### src/hdl/ecst_pkg.sv
// ecst_pkg: types, codes and constants shared by the error code set table
// no dependencies; imported by ecst_slot_mem, ecst_ctrl and the top level
`default_nettype none

package ecst_pkg;

   localparam int SLOTS_DEF     = 16;
   localparam int CODE_BITS_DEF = 16;
   localparam int MAX_RESULTS   = 16;

   localparam int OP_W     = 2;
   localparam int CODE_W   = 16;
   localparam int LIMIT_W  = 5;
   localparam int TIME_W   = 32;
   localparam int STATUS_W = 3;

   localparam logic [OP_W-1:0] OP_INSERT   = 2'd0;
   localparam logic [OP_W-1:0] OP_REMOVE   = 2'd1;
   localparam logic [OP_W-1:0] OP_LIST     = 2'd2;
   localparam logic [OP_W-1:0] OP_RESERVED = 2'd3;

   typedef enum logic [STATUS_W-1:0] {
      STAT_INSERTED = 3'd0,
      STAT_PRESENT  = 3'd1,
      STAT_FULL     = 3'd2,
      STAT_REMOVED  = 3'd3,
      STAT_NOTFOUND = 3'd4,
      STAT_ENTRY    = 3'd5,
      STAT_EMPTY    = 3'd6
   } status_type;

   typedef enum logic [1:0] {
      S_IDLE,
      S_FETCH,
      S_TEST
   } state_type;

   typedef struct packed {
      logic rd;
      logic wr;
      logic clr;
   } mem_cmd_type;

   typedef struct packed {
      status_type          status;
      logic [CODE_W-1:0]   entry_code;
      logic [LIMIT_W-1:0]  count;
      logic [TIME_W-1:0]   change_time;
      logic                last;
   } rsp_type;

endpackage

`default_nettype wire

### src/hdl/ecst_slot_mem.sv
// ecst_slot_mem: slot store, one write and one registered read per cycle
// occupancy held as valid bits cleared at reset; uses ecst_pkg
`default_nettype none

module ecst_slot_mem #(
   parameter int SLOTS     = ecst_pkg::SLOTS_DEF,
   parameter int CODE_BITS = ecst_pkg::CODE_BITS_DEF
) (
   input  wire                          clock,
   input  wire                          reset,
   input  ecst_pkg::mem_cmd_type        cmd,
   input  wire  [$clog2(SLOTS)-1:0]     rd_addr,
   input  wire  [$clog2(SLOTS)-1:0]     wr_addr,
   input  wire  [CODE_BITS-1:0]         wr_data,
   output logic [CODE_BITS-1:0]         rd_data_ff,
   output logic                         rd_vld_ff
);
   import ecst_pkg::*;

   logic [CODE_BITS-1:0] mem_ff [SLOTS];
   logic [SLOTS-1:0]     valid_ff;

   always_ff @(posedge clock) begin
      if (cmd.wr) begin
         mem_ff[wr_addr] <= wr_data;
      end
      if (cmd.rd) begin
         rd_data_ff <= mem_ff[rd_addr];
      end
   end

   always_ff @(posedge clock) begin
      if (reset) begin
         valid_ff  <= '0;
         rd_vld_ff <= 1'b0;
      end else begin
         if (cmd.wr) begin
            valid_ff[wr_addr] <= 1'b1;
         end else if (cmd.clr) begin
            valid_ff[wr_addr] <= 1'b0;
         end
         if (cmd.rd) begin
            rd_vld_ff <= valid_ff[rd_addr];
         end
      end
   end

endmodule

`default_nettype wire

### src/hdl/ecst_ctrl.sv
// ecst_ctrl: sequencer stepping one shared comparator over the slots
// drives ecst_slot_mem and builds each response; uses ecst_pkg
`default_nettype none

module ecst_ctrl #(
   parameter int SLOTS     = ecst_pkg::SLOTS_DEF,
   parameter int CODE_BITS = ecst_pkg::CODE_BITS_DEF
) (
   input  wire                             clock,
   input  wire                             reset,
   input  wire                             start,
   output logic                            busy,
   input  wire  [ecst_pkg::OP_W-1:0]       req_op,
   input  wire  [ecst_pkg::CODE_W-1:0]     req_code,
   input  wire  [ecst_pkg::LIMIT_W-1:0]    req_list_limit,
   input  wire  [ecst_pkg::TIME_W-1:0]     req_now_time,
   output ecst_pkg::mem_cmd_type           mem_cmd,
   output logic [$clog2(SLOTS)-1:0]        mem_rd_addr,
   output logic [$clog2(SLOTS)-1:0]        mem_wr_addr,
   output logic [CODE_BITS-1:0]            mem_wr_data,
   input  wire  [CODE_BITS-1:0]            mem_rd_data,
   input  wire                             mem_rd_vld,
   output logic                            rsp_strobe,
   output ecst_pkg::rsp_type               rsp
);
   import ecst_pkg::*;

   localparam int IDXW = $clog2(SLOTS);
   localparam int OCCW = $clog2(SLOTS + 1);
   localparam int CMPW = (OCCW > LIMIT_W) ? OCCW : LIMIT_W;
   localparam int WIDE = (CODE_BITS > CODE_W) ? CODE_BITS : CODE_W;
   localparam logic [IDXW-1:0]    LAST_IDX = IDXW'(SLOTS - 1);
   localparam logic [LIMIT_W-1:0] MAX_LIM  = LIMIT_W'(MAX_RESULTS);

   state_type             state_ff, state_in;
   logic [OP_W-1:0]       op_ff, op_in;
   logic [CODE_BITS-1:0]  code_ff, code_in;
   logic [TIME_W-1:0]     now_ff, now_in;
   logic [LIMIT_W-1:0]    total_ff, total_in;
   logic [LIMIT_W-1:0]    sent_ff, sent_in;
   logic [IDXW-1:0]       idx_ff, idx_in;
   logic                  free_found_ff, free_found_in;
   logic [IDXW-1:0]       free_idx_ff, free_idx_in;
   logic [TIME_W-1:0]     stamp_ff, stamp_in;
   logic [OCCW-1:0]       occ_ff, occ_in;

   logic [WIDE-1:0]       req_wide;
   logic [WIDE-1:0]       slot_wide;
   logic [WIDE-1:0]       code_wide;
   logic [CODE_BITS-1:0]  req_code_ext;
   logic [CODE_W-1:0]     slot_code_out;
   logic [CODE_W-1:0]     code_out;
   logic [LIMIT_W-1:0]    lim_sat;
   logic [CMPW-1:0]       occ_ext;
   logic [CMPW-1:0]       lim_ext;
   logic [LIMIT_W-1:0]    total_calc;
   logic                  accept;
   logic                  immediate;
   logic                  hit;
   logic                  at_end;
   logic [LIMIT_W-1:0]    sent_inc;
   logic                  list_last;
   logic                  free_any;
   logic [IDXW-1:0]       take_free;
   logic                  finish;

   // width adaptation and per-slot decisions
   always_comb begin
      req_wide      = WIDE'(req_code);
      req_code_ext  = req_wide[CODE_BITS-1:0];
      slot_wide     = WIDE'(mem_rd_data);
      slot_code_out = slot_wide[CODE_W-1:0];
      code_wide     = WIDE'(code_ff);
      code_out      = code_wide[CODE_W-1:0];

      lim_sat    = (req_list_limit > MAX_LIM) ? MAX_LIM : req_list_limit;
      occ_ext    = CMPW'(occ_ff);
      lim_ext    = CMPW'(lim_sat);
      total_calc = (occ_ext < lim_ext) ? occ_ext[LIMIT_W-1:0] : lim_sat;

      accept    = start && (state_ff == S_IDLE);
      immediate = 1'b0;
      case (req_op)
         OP_INSERT, OP_REMOVE: immediate = (req_code_ext == '0);
         OP_LIST:              immediate = (total_calc == '0);
         default:              immediate = 1'b1;
      endcase

      hit       = mem_rd_vld && (mem_rd_data == code_ff);
      at_end    = (idx_ff == LAST_IDX);
      sent_inc  = sent_ff + LIMIT_W'(1);
      list_last = (sent_inc == total_ff);
      free_any  = free_found_ff || !mem_rd_vld;
      take_free = free_found_ff ? free_idx_ff : idx_ff;

      finish = 1'b1;
      case (op_ff)
         OP_INSERT, OP_REMOVE: finish = hit || at_end;
         OP_LIST:              finish = (mem_rd_vld && list_last) || at_end;
         default:              finish = 1'b1;
      endcase
   end

   // next state
   always_comb begin
      state_in = state_ff;
      case (state_ff)
         S_IDLE: begin
            if (accept && !immediate) begin
               state_in = S_FETCH;
            end
         end
         S_FETCH: state_in = S_TEST;
         S_TEST: begin
            state_in = finish ? S_IDLE : S_FETCH;
         end
         default: state_in = S_IDLE;
      endcase
   end

   // datapath and outputs
   always_comb begin
      op_in         = op_ff;
      code_in       = code_ff;
      now_in        = now_ff;
      total_in      = total_ff;
      sent_in       = sent_ff;
      idx_in        = idx_ff;
      free_found_in = free_found_ff;
      free_idx_in   = free_idx_ff;
      stamp_in      = stamp_ff;
      occ_in        = occ_ff;

      mem_cmd     = '0;
      mem_rd_addr = idx_ff;
      mem_wr_addr = idx_ff;
      mem_wr_data = code_ff;

      rsp_strobe      = 1'b0;
      rsp.status      = STAT_EMPTY;
      rsp.entry_code  = '0;
      rsp.count       = '0;
      rsp.last        = 1'b1;

      case (state_ff)
         S_IDLE: begin
            if (accept) begin
               op_in         = req_op;
               code_in       = req_code_ext;
               now_in        = req_now_time;
               total_in      = total_calc;
               sent_in       = '0;
               idx_in        = '0;
               free_found_in = 1'b0;
               rsp_strobe    = immediate;
            end
         end
         S_FETCH: begin
            mem_cmd.rd = 1'b1;
         end
         S_TEST: begin
            case (op_ff)
               OP_INSERT: begin
                  if (hit) begin
                     rsp_strobe     = 1'b1;
                     rsp.status     = STAT_PRESENT;
                     rsp.entry_code = code_out;
                  end else begin
                     if (!free_found_ff && !mem_rd_vld) begin
                        free_found_in = 1'b1;
                        free_idx_in   = idx_ff;
                     end
                     if (at_end) begin
                        rsp_strobe     = 1'b1;
                        rsp.entry_code = code_out;
                        if (free_any) begin
                           mem_cmd.wr  = 1'b1;
                           mem_wr_addr = take_free;
                           stamp_in    = now_ff;
                           occ_in      = occ_ff + OCCW'(1);
                           rsp.status  = STAT_INSERTED;
                        end else begin
                           rsp.status  = STAT_FULL;
                        end
                     end
                  end
               end
               OP_REMOVE: begin
                  if (hit) begin
                     mem_cmd.clr    = 1'b1;
                     stamp_in       = now_ff;
                     occ_in         = occ_ff - OCCW'(1);
                     rsp_strobe     = 1'b1;
                     rsp.status     = STAT_REMOVED;
                     rsp.entry_code = code_out;
                  end else if (at_end) begin
                     rsp_strobe     = 1'b1;
                     rsp.status     = STAT_NOTFOUND;
                     rsp.entry_code = code_out;
                  end
               end
               OP_LIST: begin
                  if (mem_rd_vld) begin
                     rsp_strobe     = 1'b1;
                     rsp.status     = STAT_ENTRY;
                     rsp.entry_code = slot_code_out;
                     rsp.count      = sent_inc;
                     rsp.last       = list_last;
                     sent_in        = sent_inc;
                  end
               end
               default: begin
                  rsp_strobe = 1'b0;
               end
            endcase
            if (!finish) begin
               idx_in = idx_ff + IDXW'(1);
            end
         end
         default: begin
            rsp_strobe = 1'b0;
         end
      endcase

      rsp.change_time = stamp_in;
      busy            = (state_ff != S_IDLE);
   end

   always_ff @(posedge clock) begin
      if (reset) begin
         state_ff <= S_IDLE;
         stamp_ff <= '0;
         occ_ff   <= '0;
      end else begin
         state_ff <= state_in;
         stamp_ff <= stamp_in;
         occ_ff   <= occ_in;
      end
   end

   always_ff @(posedge clock) begin
      op_ff         <= op_in;
      code_ff       <= code_in;
      now_ff        <= now_in;
      total_ff      <= total_in;
      sent_ff       <= sent_in;
      idx_ff        <= idx_in;
      free_found_ff <= free_found_in;
      free_idx_ff   <= free_idx_in;
   end

endmodule

`default_nettype wire

### src/hdl/error_code_set_table_unit.sv
// error_code_set_table_unit: set of nonzero error codes with insert, remove and list
// zero code, reserved op or empty list answer in the cycle after the request;
// otherwise each slot scanned takes a fetch state then a test state (one read port,
// one shared comparator), over the slots in order until the op's last response
// one request at a time while busy; list entries come one per scanned occupied slot
// reset clears every slot and the change time at once; responses cannot be stalled
`default_nettype none

module error_code_set_table_unit #(
   parameter int SLOTS     = ecst_pkg::SLOTS_DEF,
   parameter int CODE_BITS = ecst_pkg::CODE_BITS_DEF
) (
   input  wire                             clock,
   input  wire                             reset,
   input  wire                             start,
   output logic                            busy,
   input  wire  [ecst_pkg::OP_W-1:0]       req_op,
   input  wire  [ecst_pkg::CODE_W-1:0]     req_code,
   input  wire  [ecst_pkg::LIMIT_W-1:0]    req_list_limit,
   input  wire  [ecst_pkg::TIME_W-1:0]     req_now_time,
   output logic                            rsp_strobe,
   output logic [ecst_pkg::STATUS_W-1:0]   rsp_status,
   output logic [ecst_pkg::CODE_W-1:0]     rsp_entry_code,
   output logic [ecst_pkg::LIMIT_W-1:0]    rsp_count,
   output logic [ecst_pkg::TIME_W-1:0]     rsp_change_time,
   output logic                            rsp_last
);
   import ecst_pkg::*;

   localparam int IDXW = $clog2(SLOTS);

   mem_cmd_type           mem_cmd;
   logic [IDXW-1:0]       mem_rd_addr;
   logic [IDXW-1:0]       mem_wr_addr;
   logic [CODE_BITS-1:0]  mem_wr_data;
   logic [CODE_BITS-1:0]  mem_rd_data;
   logic                  mem_rd_vld;
   logic                  rsp_stb_in;
   rsp_type               rsp_in;
   logic                  rsp_stb_ff;
   rsp_type               rsp_ff;

   ecst_slot_mem #(
      .SLOTS     (SLOTS),
      .CODE_BITS (CODE_BITS)
   ) u_mem (
      .clock      (clock),
      .reset      (reset),
      .cmd        (mem_cmd),
      .rd_addr    (mem_rd_addr),
      .wr_addr    (mem_wr_addr),
      .wr_data    (mem_wr_data),
      .rd_data_ff (mem_rd_data),
      .rd_vld_ff  (mem_rd_vld)
   );

   ecst_ctrl #(
      .SLOTS     (SLOTS),
      .CODE_BITS (CODE_BITS)
   ) u_ctrl (
      .clock          (clock),
      .reset          (reset),
      .start          (start),
      .busy           (busy),
      .req_op         (req_op),
      .req_code       (req_code),
      .req_list_limit (req_list_limit),
      .req_now_time   (req_now_time),
      .mem_cmd        (mem_cmd),
      .mem_rd_addr    (mem_rd_addr),
      .mem_wr_addr    (mem_wr_addr),
      .mem_wr_data    (mem_wr_data),
      .mem_rd_data    (mem_rd_data),
      .mem_rd_vld     (mem_rd_vld),
      .rsp_strobe     (rsp_stb_in),
      .rsp            (rsp_in)
   );

   // response register
   always_ff @(posedge clock) begin
      if (reset) begin
         rsp_stb_ff <= 1'b0;
      end else begin
         rsp_stb_ff <= rsp_stb_in;
      end
   end

   always_ff @(posedge clock) begin
      if (rsp_stb_in) begin
         rsp_ff <= rsp_in;
      end
   end

   assign rsp_strobe      = rsp_stb_ff;
   assign rsp_status      = rsp_ff.status;
   assign rsp_entry_code  = rsp_ff.entry_code;
   assign rsp_count       = rsp_ff.count;
   assign rsp_change_time = rsp_ff.change_time;
   assign rsp_last        = rsp_ff.last;

endmodule

`default_nettype wire

### config.mk
export PLATFORM = sky130hd
export DESIGN_NAME = error_code_set_table_unit
export DESIGN_NICKNAME = d
export VERILOG_FILES = /design/src/hdl/ecst_pkg.sv /design/src/hdl/ecst_slot_mem.sv /design/src/hdl/ecst_ctrl.sv /design/src/hdl/error_code_set_table_unit.sv
export SDC_FILE = /design/constraint.sdc
export NUM_CORES = 1
export LEC_CHECK = 0
export ABC_AREA = 1
export ABC_CLOCK_PERIOD_IN_PS = 7400
export BUFFER_PORTS_ARGS = -buffer_cell sky130_fd_sc_hd__buf_2
export CORE_ASPECT_RATIO = 1.2
export CORE_UTILIZATION = 60
export DETAILED_ROUTE_END_ITERATION = 10
export PLACE_DENSITY = 0.79
export SYNTH_ARGS = -nofsm -noshare
export SYNTH_HDL_FRONTEND = slang
export SYNTH_HIERARCHICAL = 1
export SYNTH_SLANG_ARGS = --single-unit
export TNS_END_PERCENT = 1
### constraint.sdc
create_clock -name clock -period 7.4 [get_ports clock]
set_clock_uncertainty 0.2 [all_clocks]
set_input_delay 1.48 -clock clock [delete_from_list [all_inputs] [get_ports clock]]
set_output_delay 1.48 -clock clock [all_outputs]
set_load 0.02 [all_outputs]
Word level (Yosys, flattened, before mapping)

Memory sizes are Yosys's and may differ from the RTL's. A register that Yosys moved wholly into a read port is not among the register bits.
Cells that the tools add are included.
Widths: inputs -> output; s select.

Register bits after elaboration: 183
Bits in latches: 0
RAM bits: 256
Memory bits (read-only): 0
Word-level logic and storage cells: 149
Memories: 1

Add/subtract/negate cells: 4
$mul: 0
Div/mod/pow operators: 0
$lt $le $gt $ge: 5
Eq/ne operators: 21
Shift-type cells: 0
Muxes and demuxes: 65
Bitwise operators: 4
Reductions and logical operators: 30

Memories:

| memory       | words | width | read ports | clocked after memory_dff | wr ports | line                | text |
|---|---|---|---|---|---|---|---|
| u_mem.mem_ff | 16    | 16    | 1          | 1                        | 1        | ecst_slot_mem.sv:20 | `logic [CODE_BITS-1:0] mem_ff [SLOTS];` |

Operators with widths:

| cell                | count |
|---|---|
| $mux 32             | 5 |
| $pmux 32 s2         | 1 |
| $mux 19             | 3 |
| $pmux 19 s3         | 1 |
| $mux 5              | 9 |
| $mux 16             | 2 |
| $mux 4              | 8 |
| $mux 23             | 1 |
| $mux 1              | 20 |
| $pmux 5 s2          | 2 |
| $mux 18             | 1 |
| $and 16x16->16      | 1 |
| $eq 16x16->1        | 1 |
| $logic_not 16->1    | 1 |
| $not 16->16         | 1 |
| $or 16x16->16       | 1 |
| $ne 2x2->1 const B  | 7 |
| $add 5x1->5 const B | 2 |
| $lt 4x5->1 const B  | 2 |
| $ne 2x1->1 const B  | 5 |
| $pmux 1 s2          | 5 |
| $pmux 4 s2          | 1 |
| $reduce_and 4->1    | 2 |
| $reduce_bool 2->1   | 4 |
| 24 further kinds    | 43 |

Logic depth before layout (Yosys ltp)

Word-level depth: 15
Depth in mapped cells: 18
Mapped depth without buffers: 18

Cells and area by module

The synthesis kept the hierarchy.

Modules (own cells, without submodules):

| module                    | instances | cells each | area an instance (um^2) | sequential area each (um^2) |
|---|---|---|---|---|
| ecst_slot_mem             | 1         | 916        | 11,486.0                | 8,508.2 |
| ecst_ctrl                 | 1         | 845        | 6,421.2                 | 2,852.7 |
| error_code_set_table_unit | 1         | 60         | 1,741.7                 | 1,731.7 |

Worst setup path before layout

OpenSTA, ideal clock, no wires.

Path kind: input to register
Start: in req_list_limit[4] in the netlist's numbering
End: reg rsp_ff (netlist bit rsp_change_time[0]) (enable)
Setup time: 0.480 ns
Arrival time: 5.480 ns
Data required time: 6.720 ns
Slack: 1.239 ns
Cell stages on the path: 12
Buffers on the path: 0
Cells stage by stage: inv_1 > nand2_1 > ha_1 > nand2_1 > inv_1 > o21bai_1 > nand3_1 > o21ai_1 > nand2_1 > o21ai_1 > nand2_1 > o21ai_1

Longest elaborated chain between the ends: 8

Ends and longest elaborated chain:

| what                 | line                            | text |
|---|---|---|
| start, declared      | error_code_set_table_unit.sv:19 | `input wire [ecst_pkg::LIMIT_W-1:0] req_list_limit,` |
| $gt 5x5->1           | ecst_ctrl.sv:76                 | `lim_sat = (req_list_limit > MAX_LIM) ? MAX_LIM : req_list_limit;` |
| $mux 5 (*)           | ecst_ctrl.sv:76                 |  |
| $lt 5x5->1           | ecst_ctrl.sv:79                 | `total_calc = (occ_ext < lim_ext) ? occ_ext[LIMIT_W-1:0] : lim_sat;` |
| $mux 5 (*)           | ecst_ctrl.sv:79                 |  |
| $logic_not 5->1 (*)  | ecst_ctrl.sv:85                 | `OP_LIST: immediate = (total_calc == '0);` |
| $pmux 1 s2 (*)       | ecst_ctrl.sv:83                 | `case (req_op)` |
| $mux 1 (*)           | ecst_ctrl.sv:147                | `if (accept) begin` |
| $pmux 1 s2 (*)       | ecst_ctrl.sv:145                | `case (state_ff)` |
| via rsp_stb_in       | error_code_set_table_unit.sv:38 | `logic rsp_stb_in;` |
| end signal, assigned | error_code_set_table_unit.sv:90 | `rsp_ff <= rsp_in;` |
| end, declared        | error_code_set_table_unit.sv:41 | `rsp_type rsp_ff;` |

The timed path passes the listed nets; every way through them passes the cells marked *.
A chain may end at the register's enable or synchronous reset.

Worst setup path in the final report

Start: in req_list_limit[4] in the netlist's numbering
End: reg rsp_ff (netlist bit rsp_change_time[29]) (enable)

The elaborated chain is that of the path after synthesis.

==> impl_metrics.csv <==
group,metric,value,unit
status,status,"finished clean",
job,drv_cap,0,
global_route,grt_antenna_before_repair,0,
clock_network,clkTransAtPathRegs,0.06,ns
yosys,yosysSeqAreaShare,66.6,%
critical_path,cp.arrival,4.50,ns
final_layout,final_area,0.0218,sq mm
yosys,synthCells,1821,
critical_path,slowest_stage,"o21ai_4",
critical_path,r2r_cells,14,
timing,setup_tns,0,ns
final_layout,syn2layout_area_growth,11.2,%
power,power_density,254,mW/mm^2
timing,tightest_slew,1.24,ns
yosys,avgSynthCellArea,10.8,sq um
critical_path,regToRegStartpoint,"u_ctrl/mem_wr_data[7]",
placed_design,gp_congestion,0.909,
floorplan,start_util,60.9,%
drt,drt_wl_total,44.9,mm
critical_path,reg2reg_slack,3.32,ns
clock_network,postCtsHoldBufs,0,
clock_network,clock_latency,0.54,ns
final_layout,drive_above_1_share,15.9,%
critical_path,slowest_delay,0.60,ns
timing,fmax,0.221,GHz
timing,whs,0.266,ns
drt,drt_iter0_drc,1194,
timing,layout_min_cycle_time,4.53,ns
floorplan,ios,117,
critical_path,cp-start-kind,"input port",
yosys,syn-num-nets,1889,
critical_path,path_cells,"buf_2, inv_1, nand2_1, ha_1, nand2_1, inv_1, o21bai_1, nand3_1, o21ai_1, nand2_1, o21ai_1, nand2_1, o21ai_4, buf_4",
drt,wl_per_cell,19.0,um
clock_network,htree_num_levels,2,
global_route,gr-total-overflow,0,
yosys,synthDistinctLibCells,41,
timing,finalSetupViolations,0,
clock_network,cts_sinks,455,
critical_path,endpoint_kind,"flop",
timing,relSlewSlack,17.0,%
critical_path,path_common_cell,"nand2_1",
final_layout,diodes,0,
critical_path,cp_data_required_time,7.37,ns
worst_hold_path,holdPathStages,2,
placed_design,portBuffers,116,
timing,hold_violations,0,
critical_path,worst-setup-path-type,"input port to flop",
clock_network,cts_buffers,42,
clock_network,max-clock-path-buffers,3,
critical_path,startpoint,"req_list_limit[4]",
final_layout,fin_nets,1986,
floorplan,row_count,72,
clock_network,cts_root_buffer,"clkbuf_16",
drt,vias,13719,
floorplan,die_h,200,um
drt,first_pass_iters,5,
global_route,grt_pass1_wl,70.4,mm
global_route,grt_pass1_vias,13464,
critical_path,crit_path_end,"rsp_change_time[29]",
floorplan,core,0.0323,sq mm
placed_design,dp_hpwl,27.3,mm
timing,period_share,61.2,%
worst_hold_path,min_path_type,"flop to flop",
drt,final_antenna_net_count,0,
power,power.leakage,8.09,nW
timing,final_max_slew_viol_count,0,
placed_design,place_area,0.0204,sq mm
final_layout,final.fill_count,2352,
critical_path,crit_path_max_fanout,35,
drt,viasPerCell,5.82,
clock_network,cts_tree,"done",
global_route,grt_usage,27.0,%
clock_network,cts_resized,0,
drt,drc,0,
clock_network,postCtsSetupRepairBufs,0,
timing,rsz0062_at_grt,"no",
critical_path,timing.rr.end,"u_mem/mem_ff[13][15]",
yosys,synth-seq-cells,455,
yosys,synth_warnings,6,
power,ir_drop,0.208,mV
global_route,grt_max_degree,137,
floorplan,die-width,167,um
floorplan,fp.dieArea,0.0335,sq mm
yosys,mappedNetlistArea,0.0196,sq mm
-- state kept, by name, indices dropped and copies added (netlist names), 2 cells and up, named ones only --
name,flops
rsp_status,3
u_ctrl/total_ff,5
u_ctrl/stamp_ff,32
rsp_entry_code,16
u_ctrl/state_ff,2
rsp_count,5
u_ctrl/op_ff,2
u_ctrl/occ_ext,5
u_ctrl/sent_ff,5
u_ctrl/now_ff,32
u_ctrl/free_idx_ff,4
u_mem/rd_data_ff,16
rsp_change_time,32
u_ctrl/mem_rd_addr,4
u_mem/mem_ff,256
u_ctrl/mem_wr_data,16
-- critical path: cells and delay by family --
family / cells / cell delay, ns
fa+ha+maj: 1 / 0.30
compound gates: 4 / 1.25
simple gates: 5 / 0.60
buf+inv: 4 / 0.80
-- cell type report --
cell class,count,area [sq um],share of cell area (%)
timing repair buffer,139,753,3.45
multi-input combinational,1123,5460,25.0
tap,407,509,2.33
sequential,455,13100,59.9
clock inverter,24,274,1.25
clock buffer,53,1160,5.33
inverter,157,594,2.72
-- cells in the mapped netlist, drive strengths merged --
library cell | n | area (sq um)
edfxtp | 398 | 12000
a221oi | 1 | 8.76
nand2 | 363 | 1390
fa | 1 | 20.0
xor2 | 6 | 52.6
ha | 9 | 113
and2 | 1 | 7.51
dfxtp | 57 | 1140
nand3 | 110 | 713
nor3 | 2 | 15.0
clkinv | 3 | 11.3
inv | 154 | 583
a21oi | 75 | 454
nor2 | 310 | 1210
nand4 | 16 | 115
buf | 51 | 384
o211ai | 56 | 420
xnor2 | 3 | 26.3
o21ai | 156 | 785
o21bai | 1 | 7.51
o221ai | 9 | 78.8
clkbuf | 35 | 136
nor4 | 4 | 25.0
-- stage by stage --
step / power [W] / std cells / setup slack (ns) / utilization (%)
floorplan: 0.00322 / 1821 / 1.24 / -
global placement: 0.00334 / 2281 / 2.51 / 63.3
detailed placement: 0.00335 / 2281 / 2.32 / 63.3
CTS: 0.00557 / 2358 / 2.87 / 67.7
global route: 0.00571 / 2358 / 2.56 / 67.7
finish: 0.00554 / 2358 / 2.87 / 67.7
-- cell usage in the layout (no fill, tap or decap), types with 4 or more instances in the layout --
master     instances
edfxtp_1         398
nand2_1          358
nor2_1           300
o21ai_0          150
inv_1            117
buf_2            116
nand3_1           79
dfxtp_1           57
o211ai_1          56
a21oi_1           54
clkbuf_16         44
inv_2             36
nand3_2           30
buf_4             23
a21oi_2           21
nand4_1           15
clkinv_1          12
ha_1               9
o221ai_1           9
nor2_2             6
bufinv_16          6
clkbuf_1           6
xor2_1             6
clkinv_2           4
o21ai_1            4
nor4_1             4
-- how the worst min path moves through the flow --
stage / from / slack [ns] / to
floorplan: flop / 0.24 / flop
global placement: flop / 0.25 / flop
detailed placement: flop / 0.25 / flop
CTS: flop / 0.26 / flop
global route: flop / 0.28 / flop
finish: flop / 0.27 / flop
-- kinds of logic after synthesis --
group | after synthesis | share of synthesized area [%]
XOR/XNOR | 9 | 0.401
adder cells (fa/ha/maj) | 10 | 0.675
AND/OR/NAND/NOR | 806 | 17.7
buffers and inverters | 243 | 5.67
AO/OA/AOI/OAI | 298 | 8.93
flip-flops | 455 | 66.6
-- power by group --
part,internal [W],switching [W],total [W]
logic,0.000106,0.000281,0.000386
clock network,0.00133,0.000913,0.00224
registers,0.00286,0.0000610,0.00292
total,0.00429,0.00125,0.00554
-- per-layer routing --
metal | vias to the layer above | GRT usage (%) | share of wire [%]
li1 | 6424 | - | -
met1 | 6578 | 32.4 | 38
met2 | 602 | 47.9 | 51
met3 | 115 | 3.91 | 7.1
met4 | 0 | 12.5 | 4.4
met5 | - | 0 | 0
(Power assumes the default switching activity.)
